<file path="src/lppd_pkg.sv">
`timescale 1ns / 1ps
// ----------------------------------------------------------------------------
// lppd_pkg
// Shared types, constants and the magic table for the pack deframer.
// ----------------------------------------------------------------------------
package lppd_pkg;

  localparam int unsigned HeaderBytes = 12;
  localparam int unsigned LenBytes    = 4;
  localparam logic [31:0] GoodVersion = 32'd1;

  typedef enum logic [1:0] {
    KIND_LENGTH  = 2'd0,
    KIND_NAME    = 2'd1,
    KIND_DATA    = 2'd2,
    KIND_IGNORED = 2'd3
  } kind_t;

  typedef enum logic [2:0] {
    ST_PARSING     = 3'd0,
    ST_DONE        = 3'd1,
    ST_BAD_MAGIC   = 3'd2,
    ST_BAD_VERSION = 3'd3,
    ST_TRUNCATED   = 3'd4
  } status_t;

  // Expected header magic, the characters P, M, S and H in stream order.
  function automatic logic [7:0] magic_byte(input logic [1:0] idx);
    logic [7:0] m;
    case (idx)
      2'd0:    m = 8'h50;
      2'd1:    m = 8'h4D;
      2'd2:    m = 8'h53;
      default: m = 8'h48;
    endcase
    return m;
  endfunction

endpackage

</file>
<file path="src/lppd_in_if.sv">
`timescale 1ns / 1ps
// ----------------------------------------------------------------------------
// lppd_in_if
// Valid/ready channel that carries raw pack bytes into the deframer.
// ----------------------------------------------------------------------------
interface lppd_in_if;
  logic       valid;
  logic       ready;
  logic [7:0] pack_byte;
  logic       start_of_pack;

  modport source (output valid, output pack_byte, output start_of_pack, input ready);
  modport sink   (input valid, input pack_byte, input start_of_pack, output ready);
endinterface

</file>
<file path="src/lppd_out_if.sv">
`timescale 1ns / 1ps
// ----------------------------------------------------------------------------
// lppd_out_if
// Valid/ready channel that carries tagged bytes out of the deframer.
// ----------------------------------------------------------------------------
interface lppd_out_if;
  logic              valid;
  logic              ready;
  lppd_pkg::kind_t   byte_kind;
  logic [7:0]        payload_byte;
  logic [31:0]       entry_number;
  logic              entry_complete;
  lppd_pkg::status_t parse_status;

  modport source (output valid, output byte_kind, output payload_byte, output entry_number,
                  output entry_complete, output parse_status, input ready);
  modport sink   (input valid, input byte_kind, input payload_byte, input entry_number,
                  input entry_complete, input parse_status, output ready);
endinterface

</file>
<file path="src/length_prefixed_pack_deframer_core.sv">
`timescale 1ns / 1ps
// ----------------------------------------------------------------------------
// length_prefixed_pack_deframer_core
// Byte-wide parser that tags every word of a length-prefixed pack image.
// ----------------------------------------------------------------------------
// Each word on pack_in is one byte of a pack image. The block checks the
// 12-byte header (magic PMSH, little-endian version 1, little-endian entry
// count) and then walks the entries, each a 32-bit name length, the name, a
// 32-bit data length and the data. Every byte comes out once on result_out,
// tagged as length/header, name, data or ignored, with its entry number, a
// flag on the byte that completes an entry and the parse status after it.
// A byte with start_of_pack set restarts the parser; after reset the first
// byte is taken as the start of a pack anyway. Any length that would run
// past pack_size stops the parse with status truncated, so the partial entry
// never completes and can be discarded downstream. pack_size is read live and
// is only to be written while no word is in flight.
// Throughput is one byte per clock and each tagged byte is registered in the
// cycle after it is accepted: the whole per-byte decision (phase update, a
// few 33-bit adds and compares against pack_size and some counter compares)
// sits between the input handshake and the result register, and a new byte
// is taken whenever the result register is empty or being drained.
// ----------------------------------------------------------------------------
module length_prefixed_pack_deframer_core (
  input  logic        clk,
  input  logic        rst,
  lppd_in_if.sink     pack_in,
  lppd_out_if.source  result_out,
  input  logic        cfg_wr_en,
  input  logic [31:0] cfg_wr_data
);
  import lppd_pkg::*;

  typedef enum logic [2:0] {
    PH_HEADER  = 3'd0,
    PH_NAMELEN = 3'd1,
    PH_NAME    = 3'd2,
    PH_DATALEN = 3'd3,
    PH_DATA    = 3'd4,
    PH_END     = 3'd5
  } phase_t;

  // Parser state.
  phase_t      phase_q;
  logic [31:0] field_cnt_q;
  logic [31:0] len_acc_q;
  logic [31:0] stream_pos_q;
  logic [31:0] declared_q;
  logic [31:0] finished_q;
  status_t     status_q;
  logic [31:0] pack_size;

  // Result register.
  logic        result_valid;
  kind_t       res_kind;
  logic [7:0]  res_byte;
  logic [31:0] res_entry;
  logic        res_complete;
  status_t     res_status;

  // State as seen by the current word, after an optional restart.
  phase_t      phase_cur;
  logic [31:0] field_cnt_cur;
  logic [31:0] len_acc_cur;
  logic [31:0] stream_pos_cur;
  logic [31:0] declared_cur;
  logic [31:0] finished_cur;
  status_t     status_cur;

  phase_t      phase_next;
  logic [31:0] field_cnt_next;
  logic [31:0] len_acc_next;
  logic [31:0] declared_next;
  logic [31:0] finished_next;
  status_t     status_next;

  kind_t       kind_c;
  logic [31:0] entry_c;
  logic        complete_c;

  logic        accept;
  logic [32:0] size_ext;
  logic [32:0] next_pos;
  logic [31:0] byte_shifted;
  logic [31:0] len_merged;
  logic [31:0] decl_merged;
  logic [31:0] field_inc;
  logic [31:0] finished_inc;
  logic        past_end;
  logic        no_room_len;
  logic        len_overrun;
  logic        hdr_all_done;
  logic        ent_all_done;

  // The input side is free whenever the result register can take a word.
  assign pack_in.ready = !result_valid || result_out.ready;
  assign accept        = pack_in.valid && pack_in.ready;

  always_comb begin
    if (pack_in.start_of_pack) begin
      phase_cur      = PH_HEADER;
      field_cnt_cur  = '0;
      len_acc_cur    = '0;
      stream_pos_cur = '0;
      declared_cur   = '0;
      finished_cur   = '0;
      status_cur     = ST_PARSING;
    end else begin
      phase_cur      = phase_q;
      field_cnt_cur  = field_cnt_q;
      len_acc_cur    = len_acc_q;
      stream_pos_cur = stream_pos_q;
      declared_cur   = declared_q;
      finished_cur   = finished_q;
      status_cur     = status_q;
    end

    size_ext     = {1'b0, pack_size};
    next_pos     = {1'b0, stream_pos_cur} + 33'd1;
    // Little-endian fields: byte lane is the low two bits of the field count,
    // which also holds for the version and count words of the header.
    byte_shifted = 32'(pack_in.pack_byte) << {field_cnt_cur[1:0], 3'b000};
    len_merged   = len_acc_cur | byte_shifted;
    decl_merged  = declared_cur | byte_shifted;
    field_inc    = field_cnt_cur + 32'd1;
    finished_inc = finished_cur + 32'd1;

    // Entry boundary and length checks against the configured image size.
    past_end     = next_pos >= size_ext;
    no_room_len  = (next_pos + 33'(LenBytes)) > size_ext;
    len_overrun  = (next_pos + {1'b0, len_merged}) > size_ext;
    hdr_all_done = (finished_cur == decl_merged) || past_end;
    ent_all_done = (finished_inc == declared_cur) || past_end;

    phase_next     = phase_cur;
    field_cnt_next = field_cnt_cur;
    len_acc_next   = len_acc_cur;
    declared_next  = declared_cur;
    finished_next  = finished_cur;
    status_next    = status_cur;
    kind_c         = KIND_IGNORED;
    entry_c        = finished_cur;
    complete_c     = 1'b0;

    case (phase_cur)
      PH_HEADER: begin
        kind_c         = KIND_LENGTH;
        entry_c        = '0;
        field_cnt_next = field_inc;
        if ((field_cnt_cur == '0) && (pack_size < 32'(HeaderBytes))) begin
          status_next = ST_TRUNCATED;
          phase_next  = PH_END;
        end else if (field_cnt_cur < 32'd4) begin
          if (pack_in.pack_byte != magic_byte(field_cnt_cur[1:0])) begin
            status_next = ST_BAD_MAGIC;
            phase_next  = PH_END;
          end
        end else if (field_cnt_cur < 32'd8) begin
          len_acc_next = len_merged;
          if ((field_cnt_cur == 32'd7) && (len_merged != GoodVersion)) begin
            status_next = ST_BAD_VERSION;
            phase_next  = PH_END;
          end
        end else begin
          declared_next = decl_merged;
          if (field_cnt_cur >= 32'(HeaderBytes - 1)) begin
            if (hdr_all_done) begin
              status_next = ST_DONE;
              phase_next  = PH_END;
            end else if (no_room_len) begin
              status_next = ST_TRUNCATED;
              phase_next  = PH_END;
            end else begin
              phase_next     = PH_NAMELEN;
              field_cnt_next = '0;
              len_acc_next   = '0;
            end
          end
        end
      end
      PH_NAMELEN, PH_DATALEN: begin
        kind_c         = KIND_LENGTH;
        len_acc_next   = len_merged;
        field_cnt_next = field_inc;
        if (field_inc >= 32'(LenBytes)) begin
          if (len_overrun) begin
            status_next = ST_TRUNCATED;
            phase_next  = PH_END;
          end else if (phase_cur == PH_NAMELEN) begin
            if (len_merged == '0) begin
              if (no_room_len) begin
                status_next = ST_TRUNCATED;
                phase_next  = PH_END;
              end else begin
                phase_next     = PH_DATALEN;
                field_cnt_next = '0;
                len_acc_next   = '0;
              end
            end else begin
              phase_next     = PH_NAME;
              field_cnt_next = '0;
            end
          end else if (len_merged == '0) begin
            // An empty data field completes the entry on its last length byte.
            complete_c    = 1'b1;
            finished_next = finished_inc;
            if (ent_all_done) begin
              status_next = ST_DONE;
              phase_next  = PH_END;
            end else if (no_room_len) begin
              status_next = ST_TRUNCATED;
              phase_next  = PH_END;
            end else begin
              phase_next     = PH_NAMELEN;
              field_cnt_next = '0;
              len_acc_next   = '0;
            end
          end else begin
            phase_next     = PH_DATA;
            field_cnt_next = '0;
          end
        end
      end
      PH_NAME: begin
        kind_c         = KIND_NAME;
        field_cnt_next = field_inc;
        if (field_inc >= len_acc_cur) begin
          if (no_room_len) begin
            status_next = ST_TRUNCATED;
            phase_next  = PH_END;
          end else begin
            phase_next     = PH_DATALEN;
            field_cnt_next = '0;
            len_acc_next   = '0;
          end
        end
      end
      PH_DATA: begin
        kind_c         = KIND_DATA;
        field_cnt_next = field_inc;
        if (field_inc >= len_acc_cur) begin
          complete_c    = 1'b1;
          finished_next = finished_inc;
          if (ent_all_done) begin
            status_next = ST_DONE;
            phase_next  = PH_END;
          end else if (no_room_len) begin
            status_next = ST_TRUNCATED;
            phase_next  = PH_END;
          end else begin
            phase_next     = PH_NAMELEN;
            field_cnt_next = '0;
            len_acc_next   = '0;
          end
        end
      end
      default: begin
        kind_c = KIND_IGNORED;
      end
    endcase
  end

  always_ff @(posedge clk) begin
    if (rst) begin
      phase_q      <= PH_HEADER;
      field_cnt_q  <= '0;
      len_acc_q    <= '0;
      stream_pos_q <= '0;
      declared_q   <= '0;
      finished_q   <= '0;
      status_q     <= ST_PARSING;
      pack_size    <= '0;
      result_valid <= 1'b0;
    end else begin
      if (cfg_wr_en) begin
        pack_size <= cfg_wr_data;
      end
      if (accept) begin
        phase_q      <= phase_next;
        field_cnt_q  <= field_cnt_next;
        len_acc_q    <= len_acc_next;
        stream_pos_q <= next_pos[31:0];
        declared_q   <= declared_next;
        finished_q   <= finished_next;
        status_q     <= status_next;
        result_valid <= 1'b1;
      end else if (result_out.ready) begin
        result_valid <= 1'b0;
      end
    end
  end

  // Result payload needs no reset; it is qualified by result_valid.
  always_ff @(posedge clk) begin
    if (accept) begin
      res_kind     <= kind_c;
      res_byte     <= pack_in.pack_byte;
      res_entry    <= entry_c;
      res_complete <= complete_c;
      res_status   <= status_next;
    end
  end

  assign result_out.valid          = result_valid;
  assign result_out.byte_kind      = res_kind;
  assign result_out.payload_byte   = res_byte;
  assign result_out.entry_number   = res_entry;
  assign result_out.entry_complete = res_complete;
  assign result_out.parse_status   = res_status;

  // The parser has stopped exactly when a final status has been recorded.
  a_end_matches_status: assert property (@(posedge clk) disable iff (rst)
    (phase_q == PH_END) == (status_q != ST_PARSING))
    else $error("parse phase and sticky status disagree");

  // Entries can never be finished beyond the declared count.
  a_finished_bounded: assert property (@(posedge clk) disable iff (rst)
    finished_q <= declared_q)
    else $error("more entries finished than declared");

  // An accepted word always lands in the result register.
  a_accept_loads_result: assert property (@(posedge clk) disable iff (rst)
    accept |=> result_valid)
    else $error("accepted word was not registered");

  // Only a data byte or a data-length byte can complete an entry.
  a_complete_kind: assert property (@(posedge clk) disable iff (rst)
    (result_valid && res_complete) |->
      (res_kind == KIND_DATA || res_kind == KIND_LENGTH))
    else $error("entry completed on a name or ignored byte");

endmodule

</file>
<file path="src/flat_wrapper.sv">
// flat-port wrapper written by rule: the top's interface ports become plain ports
module length_prefixed_pack_deframer_core_flat import lppd_pkg::*;
  (clk, rst, cfg_wr_en, cfg_wr_data, pack_in_valid, pack_in_pack_byte, pack_in_start_of_pack, pack_in_ready, result_out_valid, result_out_byte_kind, result_out_payload_byte, result_out_entry_number, result_out_entry_complete, result_out_parse_status, result_out_ready);
  lppd_in_if pack_in_i ();
  lppd_out_if result_out_i ();
  input  logic clk;
  input  logic rst;
  input  logic cfg_wr_en;
  input  logic [31:0] cfg_wr_data;
  input wire logic [$bits(pack_in_i.valid)-1:0] pack_in_valid;
  input wire logic [$bits(pack_in_i.pack_byte)-1:0] pack_in_pack_byte;
  input wire logic [$bits(pack_in_i.start_of_pack)-1:0] pack_in_start_of_pack;
  output wire logic [$bits(pack_in_i.ready)-1:0] pack_in_ready;
  output wire logic [$bits(result_out_i.valid)-1:0] result_out_valid;
  output wire logic [$bits(result_out_i.byte_kind)-1:0] result_out_byte_kind;
  output wire logic [$bits(result_out_i.payload_byte)-1:0] result_out_payload_byte;
  output wire logic [$bits(result_out_i.entry_number)-1:0] result_out_entry_number;
  output wire logic [$bits(result_out_i.entry_complete)-1:0] result_out_entry_complete;
  output wire logic [$bits(result_out_i.parse_status)-1:0] result_out_parse_status;
  input wire logic [$bits(result_out_i.ready)-1:0] result_out_ready;
  assign pack_in_i.valid = pack_in_valid;
  assign pack_in_i.pack_byte = pack_in_pack_byte;
  assign pack_in_i.start_of_pack = pack_in_start_of_pack;
  assign pack_in_ready = pack_in_i.ready;
  assign result_out_valid = result_out_i.valid;
  assign result_out_byte_kind = result_out_i.byte_kind;
  assign result_out_payload_byte = result_out_i.payload_byte;
  assign result_out_entry_number = result_out_i.entry_number;
  assign result_out_entry_complete = result_out_i.entry_complete;
  assign result_out_parse_status = result_out_i.parse_status;
  assign result_out_i.ready = result_out_ready;
  length_prefixed_pack_deframer_core u_core (.clk(clk), .rst(rst), .pack_in(pack_in_i), .result_out(result_out_i), .cfg_wr_en(cfg_wr_en), .cfg_wr_data(cfg_wr_data));
endmodule
</file>
<file path="config.mk">
export PLATFORM = sky130hd
export DESIGN_NAME = length_prefixed_pack_deframer_core_flat
export DESIGN_NICKNAME = d
export VERILOG_FILES = /design/src/lppd_pkg.sv /design/src/lppd_in_if.sv /design/src/lppd_out_if.sv /design/src/length_prefixed_pack_deframer_core.sv /design/src/flat_wrapper.sv
export SDC_FILE = /design/constraint.sdc
export NUM_CORES = 1
export LEC_CHECK = 0
export ABC_AREA = 0
export BUFFER_PORTS_ARGS = -buffer_cell sky130_fd_sc_hd__buf_2
export CAP_MARGIN = 30
export CORE_MARGIN = 8
export CORE_UTILIZATION = 40
export CTS_CLUSTER_DIAMETER = 50
export CTS_CLUSTER_SIZE = 16
export DETAILED_ROUTE_END_ITERATION = 8
export PLACE_DENSITY_LB_ADDON = 0.25
export RECOVER_POWER = 50
export SETUP_SLACK_MARGIN = 0.5
export SYNTH_ARGS = -nofsm -noshare
export SYNTH_HDL_FRONTEND = slang
export SYNTH_SLANG_ARGS = --single-unit
</file>
<file path="constraint.sdc">
create_clock -name clk -period 10.3 [get_ports clk]
set_clock_uncertainty 0.05 [all_clocks]
set_input_delay 1.545 -clock clk [delete_from_list [all_inputs] [get_ports clk]]
set_output_delay 1.545 -clock clk [all_outputs]
set_load 0.01 [all_outputs]
</file>
==> run_results.csv <==
group,metric,value,unit
sta,hold_viol,0,
cts,tritoncts,"built",
synthesis,synth_cell_types,99,
floorplanning,rows,83,
routing,drc,0,
routing,dr.pass1.iters,5,
placed_design,globalplace.congestion,0.9910,
global_route,use_met1,30.36,%
setup_path,cp-end-kind,"flop",
cts,cts.clk_slew.worst_paths,0.05,ns
layout,final_common_cell,"nor2_1",
routing,drt_iter0_drc,1920,
synthesis,syn_inst,2626,
cts,clk_latency,0.57,ns
synthesis,synth-edff-count,46,
floorplanning,coreArea,50890,um^2
min_path,whs_endpoint,"u_core.stream_pos_q[31]",
synthesis,synth.yosys.seq_area_share,26.27,%
floorplanning,die_w,242.0,um
routing,wl_per_cell,22.11,um
pwr,power_leakage,0.008858,uW
global_route,grt_overflow,0,
layout,nFillCells,5166,
pwr,swShare,29.79,%
run,maxCapViolations,6,
global_route,grt_pass1_wl,114.4,mm
setup_path,cp.required,10.74,ns
placed_design,dp_hpwl,55.69,mm
layout,num_antenna_cells,0,
min_path,hold_path.class,"flop to flop",
global_route,use_met3,3.847,%
sta,max_slew_margin,-117.9,%
synthesis,synthTopCellsByArea,"dfxtp_1, ha_1, edfxtp_1",
cts,cts_setup_buffers,0,
setup_path,worstSetupPathType,"input pin to flop",
setup_path,startpoint_type,"input pin",
sta,max_freq,111.1,MHz
pwr,p_int,2018,uW
cts,clock_path_buffers,3,
sta,tightest_slew,3.269,ns
floorplanning,start_util,40.13,%
synthesis,syn-cell-area,20420,um^2
setup_path,r2r_slack,2.03,ns
layout,nets,2842,
floorplanning,die-area,58540,um^2
sta,finalSetupViolations,0,
pwr,power.density,126.3,nW/um^2
pwr,ir_drop,112.3,uV
synthesis,synth_top_cell_by_area,"dfxtp_1",
routing,vias,20499,
floorplanning,pin_count,94,
synthesis,synthFlopType,"dfxtp_1",
setup_path,reg2reg_depth,31,
sta,setup_tns,0,ns
layout,multi_input_area,14030,um^2
global_route,grt_max_degree,72,
global_route,grt-busiest-layer,"met2",
setup_path,crit_top_cell,"o21ai_1",
cts,ctsRootBufferMaster,"clkbuf_16",
synthesis,ys_seq_elements,245,
min_path,holdCritStartpoint,"u_core.stream_pos_q[31]",
synthesis,yosys_warnings,0,
routing,ant_nets,0,
global_route,grt_pass1_vias,19684,
setup_path,r2r_end,"u_core.finished_q[15]",
layout,layout_common_cells,"nor2_1, nand2_1, a21oi_1",
placed_design,port_buffers,93,
setup_path,critPathMaxStageDelay,0.85,ns
global_route,antenna_found_initial,1,
setup_path,cp_slowest_cell,"clkbuf_1",
pwr,p_seq_share,35.9,%
routing,drt_wl_total,73.81,mm
setup_path,worstPathArrival,9.44,ns
min_path,hold_depth,2,
layout,synthToLayoutAreaGrowth,11.46,%
cts,hold_buffers,0,
synthesis,synth_top_cell_area_share,19.51,%
sta,rsz0062_at_grt,"no",
global_route,grt_usage,24.05,%
layout,final-seq-area,5365,um^2
cts,clock_sinks,245,
setup_path,r2r-start,"u_core.field_cnt_q[1]",
routing,vias_per_cell,6.139,
setup_path,worst-path-max-fanout,22,
setup_path,worst-path-buf-inv,2,
sta,hold-worst-slack,0.4451,ns
global_route,grtUsageMet2,40.52,%
sta,period_needed,9.001,ns
outcome,violations,"capacitance limit, slew limit",
synthesis,async_flop_share,0,%
layout,drive_above_1_share,7.634,%
sta,fin_crit_sh,87.38,%
cts,htree_levels,2,
synthesis,postSynthAreaPerCell,7.777,um^2
sta,maxSlewViolCount,329,
cts,numCtsBuffers,40,
floorplanning,die_h,242.0,um
pwr,clockPowerShare,48.9,%
synthesis,synth_fp_nets,2838,
setup_path,crit_family,"compound AO/OA/AOI/OAI gates",
cts,cts_resized,0,
pwr,p_switching,856.4,uW
pwr,pwr-share-comb,15.2,%
outcome,status,"complete, but fails checks",
[cells in the mapped netlist, types with 20 or more instances]
library cell / number
a31oi_1: 41
edfxtp_1: 46
nor2_1: 267
xnor2_1: 118
ha_1: 165
nand4_1: 62
and3_1: 27
nand3_1: 100
a211oi_1: 28
inv_1: 103
nand3b_1: 20
a22o_1: 26
a21o_1: 46
nand2_1: 226
a21oi_1: 216
buf_2: 32
nor3_1: 57
mux2i_1: 42
nor2b_1: 42
or3_1: 25
nor4_1: 43
buf_1: 22
nand2b_1: 28
xor2_1: 49
dfxtp_1: 199
and2_1: 47
a22oi_1: 72
clkbuf_1: 114
o21ai_0: 87
[cell type report]
cell class	instances	share of cell area, %
clock buffers	49	5.002
flip-flops and latches	245	23.57
repair buffers	138	3.232
well taps	680	3.738
inverters	105	1.743
clock inverters	22	1.083
multi-input cells	2100	61.63
[state kept, by name, indices dropped and copies added, names as in the netlist]
name / count
u_core.declared_q: 32
u_core.status_q: 3
u_core.field_cnt_q: 32
u_core.result_out.entry_complete: 1
u_core.result_out.parse_status: 3
u_core.result_out.entry_number: 32
u_core.finished_q: 32
u_core.result_out.valid: 1
u_core.stream_pos_q: 32
u_core.phase_q: 3
u_core.pack_size: 32
u_core.result_out.byte_kind: 2
u_core.len_acc_q: 32
u_core.result_out.payload_byte: 8
[routing by layer]
layer	wire length [um]	up-vias	share of wire, %
li1	-	9636	-
met4	3067	2	4.2
met2	34920	838	47
met5	11	-	0.015
met1	30790	9841	42
met3	5027	182	6.8
[power by group through the flow]
stage	Combinational (uW)	Sequential (uW)	Clock (uW)
finish	437	1030	1400
CTS	436	1030	1430
detailed placement	434	1050	0
global route	474	1040	1470
global placement	425	1050	0
floorplan	290	1040	0
[worst reg2reg max path: cells and delay by family, from the launching register on]
family | cells | cell delay (ns)
adders and majority gates | 3 | 0.92
buffers and inverters | 4 | 0.87
and+or+nand+nor | 4 | 0.85
DFF | 1 | 0.86
AOI/OAI and AO/OA | 19 | 4.48
xor gates and xnor gates | 1 | 0.15
[worst max path at each step]
| stage | depth (start not counted) | from | end |
|---|---|---|---|
| CTS | 32 | pack_in_start_of_pack | u_core.field_cnt_q[30] |
| detailed placement | 32 | pack_in_start_of_pack | u_core.field_cnt_q[9] |
| floorplan | 46 | pack_in_start_of_pack | u_core.finished_q[3] |
| finish | 26 | pack_in_pack_byte[6] | u_core.field_cnt_q[30] |
| global placement | 32 | pack_in_start_of_pack | u_core.field_cnt_q[30] |
| global route | 33 | pack_in_start_of_pack | u_core.finished_q[15] |
[per-stage QoR]
| step | setup WS [ns] | util (%) | area (um^2) | std cells | power [uW] |
|---|---|---|---|---|---|
| after detailed placement | 0.9764 | 42.26 | 21510 | 3268 | 1485 |
| after CTS | 1.539 | 44.98 | 22890 | 3339 | 2895 |
| final | 1.299 | 44.73 | 22760 | 3339 | 2875 |
| after global routing | 0.7652 | 44.73 | 22760 | 3339 | 2984 |
| after floorplan | 0.5091 | - | 20560 | 2626 | 1332 |
| after global placement | 1.224 | 42.18 | 21460 | 3266 | 1475 |
[cell families (layout without fill, tap and decap cells)]
kind of cell / count (synthesis) / count (layout) / synth area share (%)
AND/OR/NAND/NOR: 1044 / 1044 / 26.51
XOR/XNOR: 170 / 170 / 7.499
flip-flops: 245 / 245 / 26.27
multiplexers: 44 / 44 / 2.224
AO/OA/AOI/OAI: 676 / 676 / 21.72
buffers and inverters: 281 / 314 / 5.569
adder cells (fa/ha/maj): 166 / 166 / 10.21
No activity file was read; power rests on OpenSTA's default activity.
